**config.mk**
```make
export PLATFORM = sky130hd
export DESIGN_NAME = postfix_stack_evaluator
export DESIGN_NICKNAME = d
export VERILOG_FILES = /design/src/pse_pkg.sv /design/src/postfix_stack_evaluator.sv /design/src/pse_front.sv /design/src/pse_divider.sv /design/src/pse_back.sv
export SDC_FILE = /design/constraint.sdc
export NUM_CORES = 2
export LEC_CHECK = 0
export ABC_CLOCK_PERIOD_IN_PS = 9100
export BUFFER_PORTS_ARGS = -buffer_cell sky130_fd_sc_hd__buf_2
export CAP_MARGIN = 20
export CORE_ASPECT_RATIO = 0.9
export CORE_UTILIZATION = 40
export CTS_BUF_LIST = sky130_fd_sc_hd__clkbuf_8
export DETAILED_ROUTE_END_ITERATION = 12
export PLACE_DENSITY = 0.66
export SETUP_SLACK_MARGIN = 0.15
export SKIP_LAST_GASP = 1
export SYNTH_ARGS = -nofsm -noshare
export SYNTH_HDL_FRONTEND = slang
export SYNTH_HIERARCHICAL = 1
export SYNTH_SLANG_ARGS = --single-unit
```
**constraint.sdc**
```tcl
create_clock -name aclk -period 9.1 [get_ports aclk]
set_clock_uncertainty 0.1 [all_clocks]
set_input_delay 1.365 -clock aclk [delete_from_list [all_inputs] [get_ports aclk]]
set_output_delay 1.365 -clock aclk [all_outputs]
set_load 0.05 [all_outputs]
```
**src/pse_pkg.sv**
```systemverilog
// shared types, constants and opcode/status codes for the postfix stack evaluator
// no dependencies; used by every module under src
package pse_pkg;

    localparam int STACK_DEPTH = 16;
    localparam int DATA_WIDTH  = 32;
    localparam int ADDR_W      = $clog2(STACK_DEPTH);
    localparam int COUNT_W     = $clog2(STACK_DEPTH + 1);
    localparam int QUEUE_DEPTH = 4;
    localparam int QUEUE_AW    = $clog2(QUEUE_DEPTH);
    localparam int OPCODE_W    = 3;
    localparam int OPERAND_W   = 32;
    localparam int STATUS_W    = 3;
    localparam int ANSWER_W    = 32;
    localparam int DIV_CNT_W   = $clog2(DATA_WIDTH + 1);

    typedef logic [OPCODE_W-1:0]   opcode_t;
    typedef logic [STATUS_W-1:0]   status_t;
    typedef logic [DATA_WIDTH-1:0] data_t;
    typedef logic [ANSWER_W-1:0]   answer_t;
    typedef logic [COUNT_W-1:0]    count_t;
    typedef logic [ADDR_W-1:0]     addr_t;

    localparam opcode_t OP_PUSH = 3'd0;
    localparam opcode_t OP_ADD  = 3'd1;
    localparam opcode_t OP_SUB  = 3'd2;
    localparam opcode_t OP_MUL  = 3'd3;
    localparam opcode_t OP_DIV  = 3'd4;
    localparam opcode_t OP_END  = 3'd5;

    localparam status_t ST_OK        = 3'd0;
    localparam status_t ST_DIV_ZERO  = 3'd1;
    localparam status_t ST_UNDERFLOW = 3'd2;
    localparam status_t ST_BAD_COUNT = 3'd3;
    localparam status_t ST_OVERFLOW  = 3'd4;

    typedef struct packed {
        opcode_t                opcode;
        logic [OPERAND_W-1:0]   operand;
    } token_t;

    typedef struct packed {
        logic   start;
        data_t  dividend;
        data_t  divisor;
    } div_req_t;

    typedef struct packed {
        logic   done;
        data_t  quotient;
    } div_rsp_t;

endpackage

```
**src/postfix_stack_evaluator.sv**
```systemverilog
// postfix stack evaluator: token queue front end, stack back end, iterative divider
// throughput is set by the back end: it takes the next token only after the current
// one has been executed, a multiply going through a product register and a divide
// waiting for the divider loop to finish
// aresetn (synchronous) clears queue, entry count, flags and result valid flag;
// stack memory contents are not cleared
module postfix_stack_evaluator (
    input  logic        aclk,
    input  logic        aresetn,
    input  logic        s_axis_tvalid,
    output logic        s_axis_tready,
    input  logic [31:0] s_axis_tdata,   // operand[31:0]
    input  logic [2:0]  s_axis_tuser,   // opcode[2:0]
    output logic        m_axis_tvalid,
    input  logic        m_axis_tready,
    output logic [31:0] m_axis_tdata,   // answer[31:0]
    output logic [2:0]  m_axis_tuser    // status[2:0]
);

    pse_pkg::token_t    s_token;
    logic               q_valid;
    pse_pkg::token_t    q_token;
    logic               q_pop;
    pse_pkg::div_req_t  div_req;
    pse_pkg::div_rsp_t  div_rsp;

    assign s_token.opcode  = s_axis_tuser;
    assign s_token.operand = s_axis_tdata;

    pse_front u_front (
        .aclk    (aclk),
        .aresetn (aresetn),
        .s_valid (s_axis_tvalid),
        .s_ready (s_axis_tready),
        .s_token (s_token),
        .q_valid (q_valid),
        .q_token (q_token),
        .q_pop   (q_pop)
    );

    pse_divider u_divider (
        .aclk    (aclk),
        .aresetn (aresetn),
        .req     (div_req),
        .rsp     (div_rsp)
    );

    pse_back u_back (
        .aclk     (aclk),
        .aresetn  (aresetn),
        .q_valid  (q_valid),
        .q_token  (q_token),
        .q_pop    (q_pop),
        .div_req  (div_req),
        .div_rsp  (div_rsp),
        .m_valid  (m_axis_tvalid),
        .m_ready  (m_axis_tready),
        .m_status (m_axis_tuser),
        .m_answer (m_axis_tdata)
    );

endmodule

```
**src/pse_front.sv**
```systemverilog
// front end: accepts tokens, drops unused opcodes, holds a short token queue
// depends on pse_pkg
module pse_front (
    input  logic              aclk,
    input  logic              aresetn,
    input  logic              s_valid,
    output logic              s_ready,
    input  pse_pkg::token_t   s_token,
    output logic              q_valid,
    output pse_pkg::token_t   q_token,
    input  logic              q_pop
);

    pse_pkg::token_t                queue_mem [pse_pkg::QUEUE_DEPTH];
    logic [pse_pkg::QUEUE_AW:0]     wr_ptr_reg, wr_ptr_next;
    logic [pse_pkg::QUEUE_AW:0]     rd_ptr_reg, rd_ptr_next;
    logic                           full;
    logic                           push_en;
    logic                           known_op;

    assign full = (wr_ptr_reg[pse_pkg::QUEUE_AW] != rd_ptr_reg[pse_pkg::QUEUE_AW]) &&
                  (wr_ptr_reg[pse_pkg::QUEUE_AW-1:0] == rd_ptr_reg[pse_pkg::QUEUE_AW-1:0]);
    assign s_ready = !full;
    assign q_valid = (wr_ptr_reg != rd_ptr_reg);
    assign q_token = queue_mem[rd_ptr_reg[pse_pkg::QUEUE_AW-1:0]];

    always_comb begin
        unique case (s_token.opcode) inside
            pse_pkg::OP_PUSH, pse_pkg::OP_ADD, pse_pkg::OP_SUB,
            pse_pkg::OP_MUL, pse_pkg::OP_DIV, pse_pkg::OP_END: known_op = 1'b1;
            default: known_op = 1'b0;
        endcase
    end

    // unused opcodes complete the transfer but never enter the queue
    assign push_en     = s_valid && s_ready && known_op;
    assign wr_ptr_next = push_en ? wr_ptr_reg + (pse_pkg::QUEUE_AW + 1)'(1) : wr_ptr_reg;
    assign rd_ptr_next = (q_pop && q_valid) ? rd_ptr_reg + (pse_pkg::QUEUE_AW + 1)'(1)
                                            : rd_ptr_reg;

    always_ff @(posedge aclk) begin
        if (!aresetn) begin
            wr_ptr_reg <= '0;
            rd_ptr_reg <= '0;
        end else begin
            wr_ptr_reg <= wr_ptr_next;
            rd_ptr_reg <= rd_ptr_next;
        end
    end

    always_ff @(posedge aclk) begin
        if (push_en) begin
            queue_mem[wr_ptr_reg[pse_pkg::QUEUE_AW-1:0]] <= s_token;
        end
    end

endmodule

```
**src/pse_divider.sv**
```systemverilog
// iterative signed divider, one quotient bit per cycle, truncating towards zero
// depends on pse_pkg
module pse_divider (
    input  logic                aclk,
    input  logic                aresetn,
    input  pse_pkg::div_req_t   req,
    output pse_pkg::div_rsp_t   rsp
);

    localparam int DW = pse_pkg::DATA_WIDTH;

    logic                           busy_reg, busy_next;
    logic                           done_reg, done_next;
    logic [pse_pkg::DIV_CNT_W-1:0]  cnt_reg, cnt_next;
    logic                           neg_reg, neg_next;
    logic [DW-1:0]                  rem_reg, rem_next;
    logic [DW-1:0]                  quo_reg, quo_next;
    logic [DW-1:0]                  div_reg, div_next;
    logic [DW:0]                    rem_shift;
    logic [DW:0]                    diff;
    logic                           a_neg, b_neg;

    assign a_neg     = req.dividend[DW-1];
    assign b_neg     = req.divisor[DW-1];
    assign rem_shift = {rem_reg, quo_reg[DW-1]};
    assign diff      = rem_shift - {1'b0, div_reg};

    always_comb begin
        busy_next = busy_reg;
        done_next = 1'b0;
        cnt_next  = cnt_reg;
        neg_next  = neg_reg;
        rem_next  = rem_reg;
        quo_next  = quo_reg;
        div_next  = div_reg;
        if (busy_reg) begin
            if (!diff[DW]) begin
                rem_next = diff[DW-1:0];
                quo_next = {quo_reg[DW-2:0], 1'b1};
            end else begin
                rem_next = rem_shift[DW-1:0];
                quo_next = {quo_reg[DW-2:0], 1'b0};
            end
            cnt_next = cnt_reg - pse_pkg::DIV_CNT_W'(1);
            if (cnt_reg == pse_pkg::DIV_CNT_W'(1)) begin
                busy_next = 1'b0;
                done_next = 1'b1;
            end
        end else if (req.start) begin
            busy_next = 1'b1;
            cnt_next  = pse_pkg::DIV_CNT_W'(DW);
            neg_next  = a_neg ^ b_neg;
            rem_next  = '0;
            quo_next  = a_neg ? (~req.dividend + DW'(1)) : req.dividend;
            div_next  = b_neg ? (~req.divisor + DW'(1)) : req.divisor;
        end
    end

    always_ff @(posedge aclk) begin
        if (!aresetn) begin
            busy_reg <= 1'b0;
            done_reg <= 1'b0;
            cnt_reg  <= '0;
        end else begin
            busy_reg <= busy_next;
            done_reg <= done_next;
            cnt_reg  <= cnt_next;
        end
    end

    always_ff @(posedge aclk) begin
        neg_reg <= neg_next;
        rem_reg <= rem_next;
        quo_reg <= quo_next;
        div_reg <= div_next;
    end

    assign rsp.done     = done_reg;
    assign rsp.quotient = neg_reg ? (~quo_reg + DW'(1)) : quo_reg;

endmodule

```
**src/pse_back.sv**
```systemverilog
// back end: operand stack memory, sticky flags, token execution and result register
// depends on pse_pkg; drives pse_divider through div_req_t / div_rsp_t
module pse_back (
    input  logic                aclk,
    input  logic                aresetn,
    input  logic                q_valid,
    input  pse_pkg::token_t     q_token,
    output logic                q_pop,
    output pse_pkg::div_req_t   div_req,
    input  pse_pkg::div_rsp_t   div_rsp,
    output logic                m_valid,
    input  logic                m_ready,
    output pse_pkg::status_t    m_status,
    output pse_pkg::answer_t    m_answer
);

    typedef enum logic [4:0] {
        S_FETCH = 5'b00001,
        S_OPER  = 5'b00010,
        S_MUL   = 5'b00100,
        S_DIV   = 5'b01000,
        S_END   = 5'b10000
    } back_state_t;

    back_state_t        state_reg, state_next;
    pse_pkg::count_t    count_reg, count_next;
    logic               dz_reg, dz_next;
    logic               uf_reg, uf_next;
    logic               of_reg, of_next;
    pse_pkg::opcode_t   op_reg, op_next;
    pse_pkg::data_t     prod_reg, prod_next;
    logic               m_valid_reg, m_valid_next;
    pse_pkg::status_t   m_status_reg, m_status_next;
    pse_pkg::answer_t   m_answer_reg, m_answer_next;

    pse_pkg::data_t     stack_mem [pse_pkg::STACK_DEPTH];
    pse_pkg::data_t     rd_a_reg, rd_b_reg;
    logic               rd_en;
    pse_pkg::addr_t     rd_addr_a, rd_addr_b;
    logic               wr_en;
    pse_pkg::addr_t     wr_addr;
    pse_pkg::data_t     wr_data;
    logic               div_start;

    pse_pkg::count_t    cnt_m1, cnt_m2;
    logic               out_free;

    assign cnt_m1    = count_reg - pse_pkg::COUNT_W'(1);
    assign cnt_m2    = count_reg - pse_pkg::COUNT_W'(2);
    assign rd_addr_a = cnt_m2[pse_pkg::ADDR_W-1:0];
    assign rd_addr_b = cnt_m1[pse_pkg::ADDR_W-1:0];
    assign out_free  = !m_valid_reg || m_ready;

    assign div_req.start    = div_start;
    assign div_req.dividend = rd_a_reg;
    assign div_req.divisor  = rd_b_reg;

    always_comb begin
        state_next    = state_reg;
        count_next    = count_reg;
        dz_next       = dz_reg;
        uf_next       = uf_reg;
        of_next       = of_reg;
        op_next       = op_reg;
        prod_next     = prod_reg;
        m_valid_next  = m_valid_reg && !m_ready;
        m_status_next = m_status_reg;
        m_answer_next = m_answer_reg;
        q_pop         = 1'b0;
        rd_en         = 1'b0;
        wr_en         = 1'b0;
        wr_addr       = '0;
        wr_data       = '0;
        div_start     = 1'b0;

        unique case (state_reg)
            S_FETCH: begin
                if (q_valid) begin
                    q_pop = 1'b1;
                    unique case (q_token.opcode) inside
                        pse_pkg::OP_PUSH: begin
                            if (count_reg == pse_pkg::COUNT_W'(pse_pkg::STACK_DEPTH)) begin
                                of_next = 1'b1;
                            end else begin
                                wr_en      = 1'b1;
                                wr_addr    = count_reg[pse_pkg::ADDR_W-1:0];
                                wr_data    = pse_pkg::data_t'($signed(q_token.operand));
                                count_next = count_reg + pse_pkg::COUNT_W'(1);
                            end
                        end
                        pse_pkg::OP_ADD, pse_pkg::OP_SUB, pse_pkg::OP_MUL, pse_pkg::OP_DIV: begin
                            if (count_reg < pse_pkg::COUNT_W'(2)) begin
                                // too few operands: drop what is there, leave a zero
                                uf_next    = 1'b1;
                                wr_en      = 1'b1;
                                wr_addr    = '0;
                                wr_data    = '0;
                                count_next = pse_pkg::COUNT_W'(1);
                            end else begin
                                rd_en      = 1'b1;
                                op_next    = q_token.opcode;
                                state_next = S_OPER;
                            end
                        end
                        pse_pkg::OP_END: begin
                            rd_en      = 1'b1;
                            state_next = S_END;
                        end
                        default: begin
                        end
                    endcase
                end
            end
            S_OPER: begin
                unique case (op_reg) inside
                    pse_pkg::OP_ADD: begin
                        wr_en      = 1'b1;
                        wr_addr    = rd_addr_a;
                        wr_data    = rd_a_reg + rd_b_reg;
                        count_next = cnt_m1;
                        state_next = S_FETCH;
                    end
                    pse_pkg::OP_SUB: begin
                        wr_en      = 1'b1;
                        wr_addr    = rd_addr_a;
                        wr_data    = rd_a_reg - rd_b_reg;
                        count_next = cnt_m1;
                        state_next = S_FETCH;
                    end
                    pse_pkg::OP_MUL: begin
                        prod_next  = rd_a_reg * rd_b_reg;
                        state_next = S_MUL;
                    end
                    default: begin
                        if (rd_b_reg == '0) begin
                            dz_next    = 1'b1;
                            wr_en      = 1'b1;
                            wr_addr    = rd_addr_a;
                            wr_data    = '0;
                            count_next = cnt_m1;
                            state_next = S_FETCH;
                        end else begin
                            div_start  = 1'b1;
                            state_next = S_DIV;
                        end
                    end
                endcase
            end
            S_MUL: begin
                wr_en      = 1'b1;
                wr_addr    = rd_addr_a;
                wr_data    = prod_reg;
                count_next = cnt_m1;
                state_next = S_FETCH;
            end
            S_DIV: begin
                if (div_rsp.done) begin
                    wr_en      = 1'b1;
                    wr_addr    = rd_addr_a;
                    wr_data    = div_rsp.quotient;
                    count_next = cnt_m1;
                    state_next = S_FETCH;
                end
            end
            S_END: begin
                if (out_free) begin
                    m_valid_next  = 1'b1;
                    m_answer_next = '0;
                    if (dz_reg) begin
                        m_status_next = pse_pkg::ST_DIV_ZERO;
                    end else if (uf_reg) begin
                        m_status_next = pse_pkg::ST_UNDERFLOW;
                    end else if (of_reg) begin
                        m_status_next = pse_pkg::ST_OVERFLOW;
                    end else if (count_reg != pse_pkg::COUNT_W'(1)) begin
                        m_status_next = pse_pkg::ST_BAD_COUNT;
                    end else begin
                        m_status_next = pse_pkg::ST_OK;
                        m_answer_next = pse_pkg::answer_t'(rd_b_reg);
                    end
                    count_next = '0;
                    dz_next    = 1'b0;
                    uf_next    = 1'b0;
                    of_next    = 1'b0;
                    state_next = S_FETCH;
                end
            end
            default: begin
                state_next = S_FETCH;
            end
        endcase
    end

    always_ff @(posedge aclk) begin
        if (!aresetn) begin
            state_reg   <= S_FETCH;
            count_reg   <= '0;
            dz_reg      <= 1'b0;
            uf_reg      <= 1'b0;
            of_reg      <= 1'b0;
            m_valid_reg <= 1'b0;
        end else begin
            state_reg   <= state_next;
            count_reg   <= count_next;
            dz_reg      <= dz_next;
            uf_reg      <= uf_next;
            of_reg      <= of_next;
            m_valid_reg <= m_valid_next;
        end
    end

    always_ff @(posedge aclk) begin
        op_reg       <= op_next;
        prod_reg     <= prod_next;
        m_status_reg <= m_status_next;
        m_answer_reg <= m_answer_next;
    end

    // stack memory: one write port, two registered read ports
    always_ff @(posedge aclk) begin
        if (wr_en) begin
            stack_mem[wr_addr] <= wr_data;
        end
    end

    always_ff @(posedge aclk) begin
        if (rd_en) begin
            rd_a_reg <= stack_mem[rd_addr_a];
            rd_b_reg <= stack_mem[rd_addr_b];
        end
    end

    assign m_valid  = m_valid_reg;
    assign m_status = m_status_reg;
    assign m_answer = m_answer_reg;

endmodule

```
Word level (Yosys, flattened, before mapping)
Memory sizes are Yosys's and may differ from the RTL's. A register that Yosys moved wholly into a read port is not among the register bits.
Cells that the tools add are included.
{ "word_totals": {"ff_bits": 195, "ram_bits": 652, "input_bits": 39, "out_inout_bits": 37, "elab_cells": 201, "memories": 2} }
{ "mem_list": {"columns": ["memory", "words", "width", "rd", "rd_clocked_by_memory_dff", "write_ports", "line_no", "rtl"], "rows": [
  ["u_back.stack_mem", 16, 32, 2, 2, 1, "pse_back.sv:36", "pse_pkg::data_t stack_mem [pse_pkg::STACK_DEPTH];"],
  ["u_front.queue_mem", 4, 35, 1, 1, 1, "pse_front.sv:14", "pse_pkg::token_t queue_mem [pse_pkg::QUEUE_DEPTH];"]
]} }
{ "classes": {"add_sub_neg": 12, "mul": 1, "n_lt_le_gt_ge": 1, "eq_ne": 40, "n_mux": 86, "bitwise_logic": 6, "reduce_logical": 32} }
{ "ops": {"columns": ["cell", "n"], "rows": [
  ["$mux 32", 11],
  ["$pmux 32 s4", 1],
  ["$add 32x1->32 const B", 3],
  ["$not 32->32", 3],
  ["$pmux 32 s2", 1],
  ["$mux 5", 10],
  ["$pmux 5 s2", 4],
  ["$mux 1", 34],
  ["$sub 33x32->33", 1],
  ["$add 32x32->32", 1],
  ["$logic_not 32->1", 1],
  ["$mul 32x32->32", 1],
  ["$sub 32x32->32", 1],
  ["$mux 31", 1],
  ["$pmux 5 s5", 1],
  ["$mux 4", 6],
  ["$pmux 5 s4", 1],
  ["$eq 3x2->1 const B", 6],
  ["$pmux 4 s4", 1],
  ["$reduce_and 5->1", 3],
  ["$eq 3x3->1 const B", 4],
  ["$mux 6", 2],
  ["$ne 3x2->1 const B", 4],
  ["$pmux 1 s2", 6],
  ["other kinds (39)", 71]
]} }

Logic depth before layout (Yosys ltp)
{ "depth": {"depth_word": 7, "ltp_mapped": 27, "mapped_depth_nobuf": 25} }

By module
The synthesis kept the hierarchy.
{ "by_module_without_submodules": {"columns": ["module", "instances", "cells_each", "area_per_inst_um2", "seq_area_each_um2"], "rows": [
  ["pse_back", 1, 3436, 46973.8, 19678.9],
  ["pse_divider", 1, 815, 7691.1, 3072.9],
  ["pse_front", 1, 232, 5487.8, 4364.2]
]} }

Worst setup path after synthesis
OpenSTA, ideal clock, no wires.
{ "synth_timing": {"path_type": "register to register", "startpoint": "register u_back.rd_b_reg[6], read port of u_back.stack_mem", "endpoint": "register u_back.prod_reg[30], data pin", "setup_time_ns": 0.258, "t_arrival_ns": 6.775, "required_ns": 8.742, "setup_slack_ns": 1.967, "stages_incl_launch_ff": 26, "path_buffers": 2, "period_less_slack_ns": 7.133, "path_cell_list": "edfxtp_1 > clkbuf_1 > clkbuf_1 > and2_1 > fa_1 > fa_1 > fa_1 > inv_1 > fa_1 > inv_1 > fa_1 > inv_1 > fa_1 > inv_1 > fa_1 > fa_1 > ha_1 > nand3_1 > o221ai_1 > a21oi_1 > nor2b_1 > a211oi_1 > o41a_1 > o21ai_0 > a21oi_1 > xnor2_1"} }
{ "synth_via": {"elab_chain_len": 1} }
{ "synth_lines": {"columns": ["element", "line_no", "rtl"], "rows": [
  ["start: declaration", "pse_back.sv:37", "pse_pkg::data_t rd_a_reg, rd_b_reg;"],
  ["$mul 32x32->32", "pse_back.sv:131", "prod_next = rd_a_reg * rd_b_reg;"],
  ["end signal: assignment", "pse_back.sv:214", "prod_reg <= prod_next;"],
  ["end: declaration", "pse_back.sv:31", "pse_pkg::data_t prod_reg, prod_next;"]
]} }
No other way between the ends.
A chain may end at the register's enable or synchronous reset.

Worst setup path after layout
{ "layout_timing": {"startpoint": "register u_back.rd_b_reg[6], read port of u_back.stack_mem", "endpoint": "register u_back.prod_reg[31], data pin"} }
The elaborated chain is that of the path after synthesis.

==> reports/metrics.yaml <==
status:
  status: "completed"
sta:
  relSlewSlack: 0.185
  finalSetupViolCount: 0
  drv_slew: 0
  fmax_mhz: 126
  finalHoldViolCount: 0
  period_minus_slack_ps: 7940
  rsz0062_at_grt: "false"
  totalNegativeSetupSlack_ps: 0
  worst_pin_slew_ps: 1220
  min_period_over_period: 0.873
critical_path:
  cp.required_ps: 9590
  startpoint_type: "flop"
  crit_path_frequent_cell: "fa_1"
  critPathCaptureType: "flop"
  crit_path_max_incr_delay_ps: 1110
  slowest_stage: "edfxtp_1"
  critical_path_class: "reg -> reg"
  cp.depth: 21
  rr_startpoint: "u_back/rd_b_reg[6]"
  crit_family: "adder cells"
  r2r_setup_slack_ps: 1160
  worst-r2r-cell-count: 21
  critical_path_buf_inv_count: 4
  cp_data_arrival_time_ps: 8430
  r2r-end: "u_back/prod_reg[31]"
  cp_max_fo: 26
  crit_chain: "and2_1 -> fa_1 -> fa_1 -> fa_1 -> inv_1 -> fa_1 -> inv_1 -> fa_1 -> inv_1 -> fa_1 -> inv_1 -> fa_1 -> fa_1 -> ha_1 -> a21oi_1 -> o21ai_0 -> a31o_2 -> a41o_1 -> o41ai_1 -> o21ai_0 -> xnor2_1"
clock_tree:
  htree_levels: 4
  clk_latency_ps: 890
  cts_tree: "built"
  cts_buffers: 146
  clk_path_buf_depth: 3
  cts_sinks: 913
  cts-root-buf: "clkbuf_8"
  cts.clk_slew.worst_paths_ps: 70
  post_cts_resized: 0
  post-cts-setup-buffer-count: 0
  cts_hold_buf: 0
final_layout:
  layout_commonest_cell: "edfxtp_1"
  largest_register_ffs: 512
  layout_common_cells: "edfxtp_1, inv_1, fa_1"
  regMostFlops: "u_back/stack_mem"
  drive_above_1_share: 0.178
  fin_nets: 5259
  area_growth_syn_to_layout_pct: 10.1
hold_path:
  min-delay-start: "u_divider/cnt_reg[5]"
  min_path_type: "reg -> reg"
  worstHoldEndpoint: "u_divider/cnt_reg[5]"
  min_path_cells: 1
logic_synthesis:
  synth_area_per_cell_um2: 13.4
  ys_ff_latch: 913
  synthCells: 4483
  syn_area_um2: 60200
  yosysSeqAreaShare: 0.451
  synth.distinct_cells: 96
  synth_flop_cell: "edfxtp_1"
  synth_edf_count: 883
  async_reset_ff_frac: 0
  synth_fp_nets: 5137
  ys.warnings.count: 6
drt:
  dr.pass1.iters: 7
  drtIter0Drc: 4567
  viasPerCell: 5.71
  drtAntennaViolNets: 0
  wl_per_cell_um: 24.6
  wirelength_um: 165000
  drcViolationCount: 0
  vias: 38300
global_route:
  antenna_found_initial: 10
  grt_start_max_net_pins: 69
  gr-usage-all-layers: 0.220
  grt_pass1_wl_um: 248000
  grt_overflow: 0
  grt_pass1_vias: 38900
floorplan:
  coreArea_um2: 149000
  start_util: 0.404
  rows: 134
  ios: 76
  die_w_um: 411
  die_h_um: 370
  dieArea_um2: 152000
place:
  gp_congestion: 0.951
  io_buffer_count: 75
  dpl.hpwl_um: 112000
job:
  maxCapViolCount: 0
[worst register-to-register path: stages (launching register included)]
cell and delay [ps]:
edfxtp_1 1110, and2_1 300, fa_1 440, fa_1 510
fa_1 520, inv_1 50, fa_1 470, inv_1 50
fa_1 500, inv_1 60, fa_1 540, inv_1 50
fa_1 530, fa_1 430, ha_1 360, a21oi_1 180
o21ai_0 100, a31o_2 240, a41o_1 230, o41ai_1 480
o21ai_0 250, xnor2_1 160
[routing by layer]
layer  GRT usage  routed length [um]  up-vias
met2       0.337               75300     1833
met5           0                  13        -
li1            -                   -    16300
met4      0.0770                5080        2
met1       0.311               68900    19900
met3      0.0425               16000      265
[area by class of cell]
cell class,instances,area (um2)
fill,13200,82500
multi-input combinational,2842,30500
sequential,913,27100
tap,1972,2470
clock buffer,151,2080
inverter,482,1810
timing repair buffer,220,1540
clock inverter,117,663
antenna,7,17.5
[cell families (layout without fill, tap and decap cells)]
group,count (synthesis),in the layout,share of synthesized area
xor+xnor,265,265,0.0390
mux,390,390,0.139
simple gates,1073,1073,0.0911
other cells,0,7,0
flops,913,913,0.451
fa+ha+maj,615,615,0.179
compound gates,499,499,0.0552
buf+inv,728,970,0.0461
[synthesized netlist by cell type, types with 10 or more instances]
cell type  instances  area, um2
or4_1             12       90.1
buf_1             18       67.6
nand3b_1          10       75.1
a31oi_1           14       87.6
o21ai_0          136        681
nor4_1            12       75.1
a21oi_1          114        571
a21o_1            40        300
edfxtp_1         883      26500
nand3_1           27        135
o41ai_1           15        131
a21boi_0          10       75.1
nor2b_1           19        119
o31ai_1           37        278
xor2_1            96        841
a211oi_1          15        113
inv_1            481       1810
fa_1             410       8210
mux4_2           355       8000
nand2_1          394       1480
clkbuf_1         214        803
o21a_1            17        128
nand2b_1          25        156
ha_1             205       2560
nand4_1           12       75.1
a222oi_1          28        280
dfxtp_1           30        601
nor2_1           133        499
or2_2             11       68.8
nor3_1            28        140
xnor2_1          166       1450
mux2i_1           33        330
or3_1             17        106
and2_1           327       2050
[worst max path at each step]
stage	from	endpoint	slack, ps
after floorplan	u_back/rd_b_reg[6]	u_back/prod_reg[30]	1970
after global placement	u_back/rd_b_reg[6]	u_back/prod_reg[31]	1340
after detailed placement	u_back/rd_b_reg[6]	u_back/prod_reg[31]	1270
after CTS	u_back/rd_b_reg[6]	u_back/prod_reg[31]	1220
after global routing	u_back/rd_b_reg[6]	u_back/prod_reg[31]	750
final	u_back/rd_b_reg[6]	u_back/prod_reg[31]	1160
[through the flow]
stage                     setup WS, ps  area [um2]  utilization  hold WS [ps]  cells
after floorplan                   1970       60200            -           333   4483
after global placement            1340       63300        0.426           361   6422
after global routing               748       66200        0.445           433   6698
after detailed placement          1270       63400        0.426           379   6424
after CTS                         1220       66100        0.444           395   6692
final                             1160       66200        0.445           402   6704
Power is not shown: default switching activity piles up to over one toggle a cycle in this logic, so the estimate is an artifact.
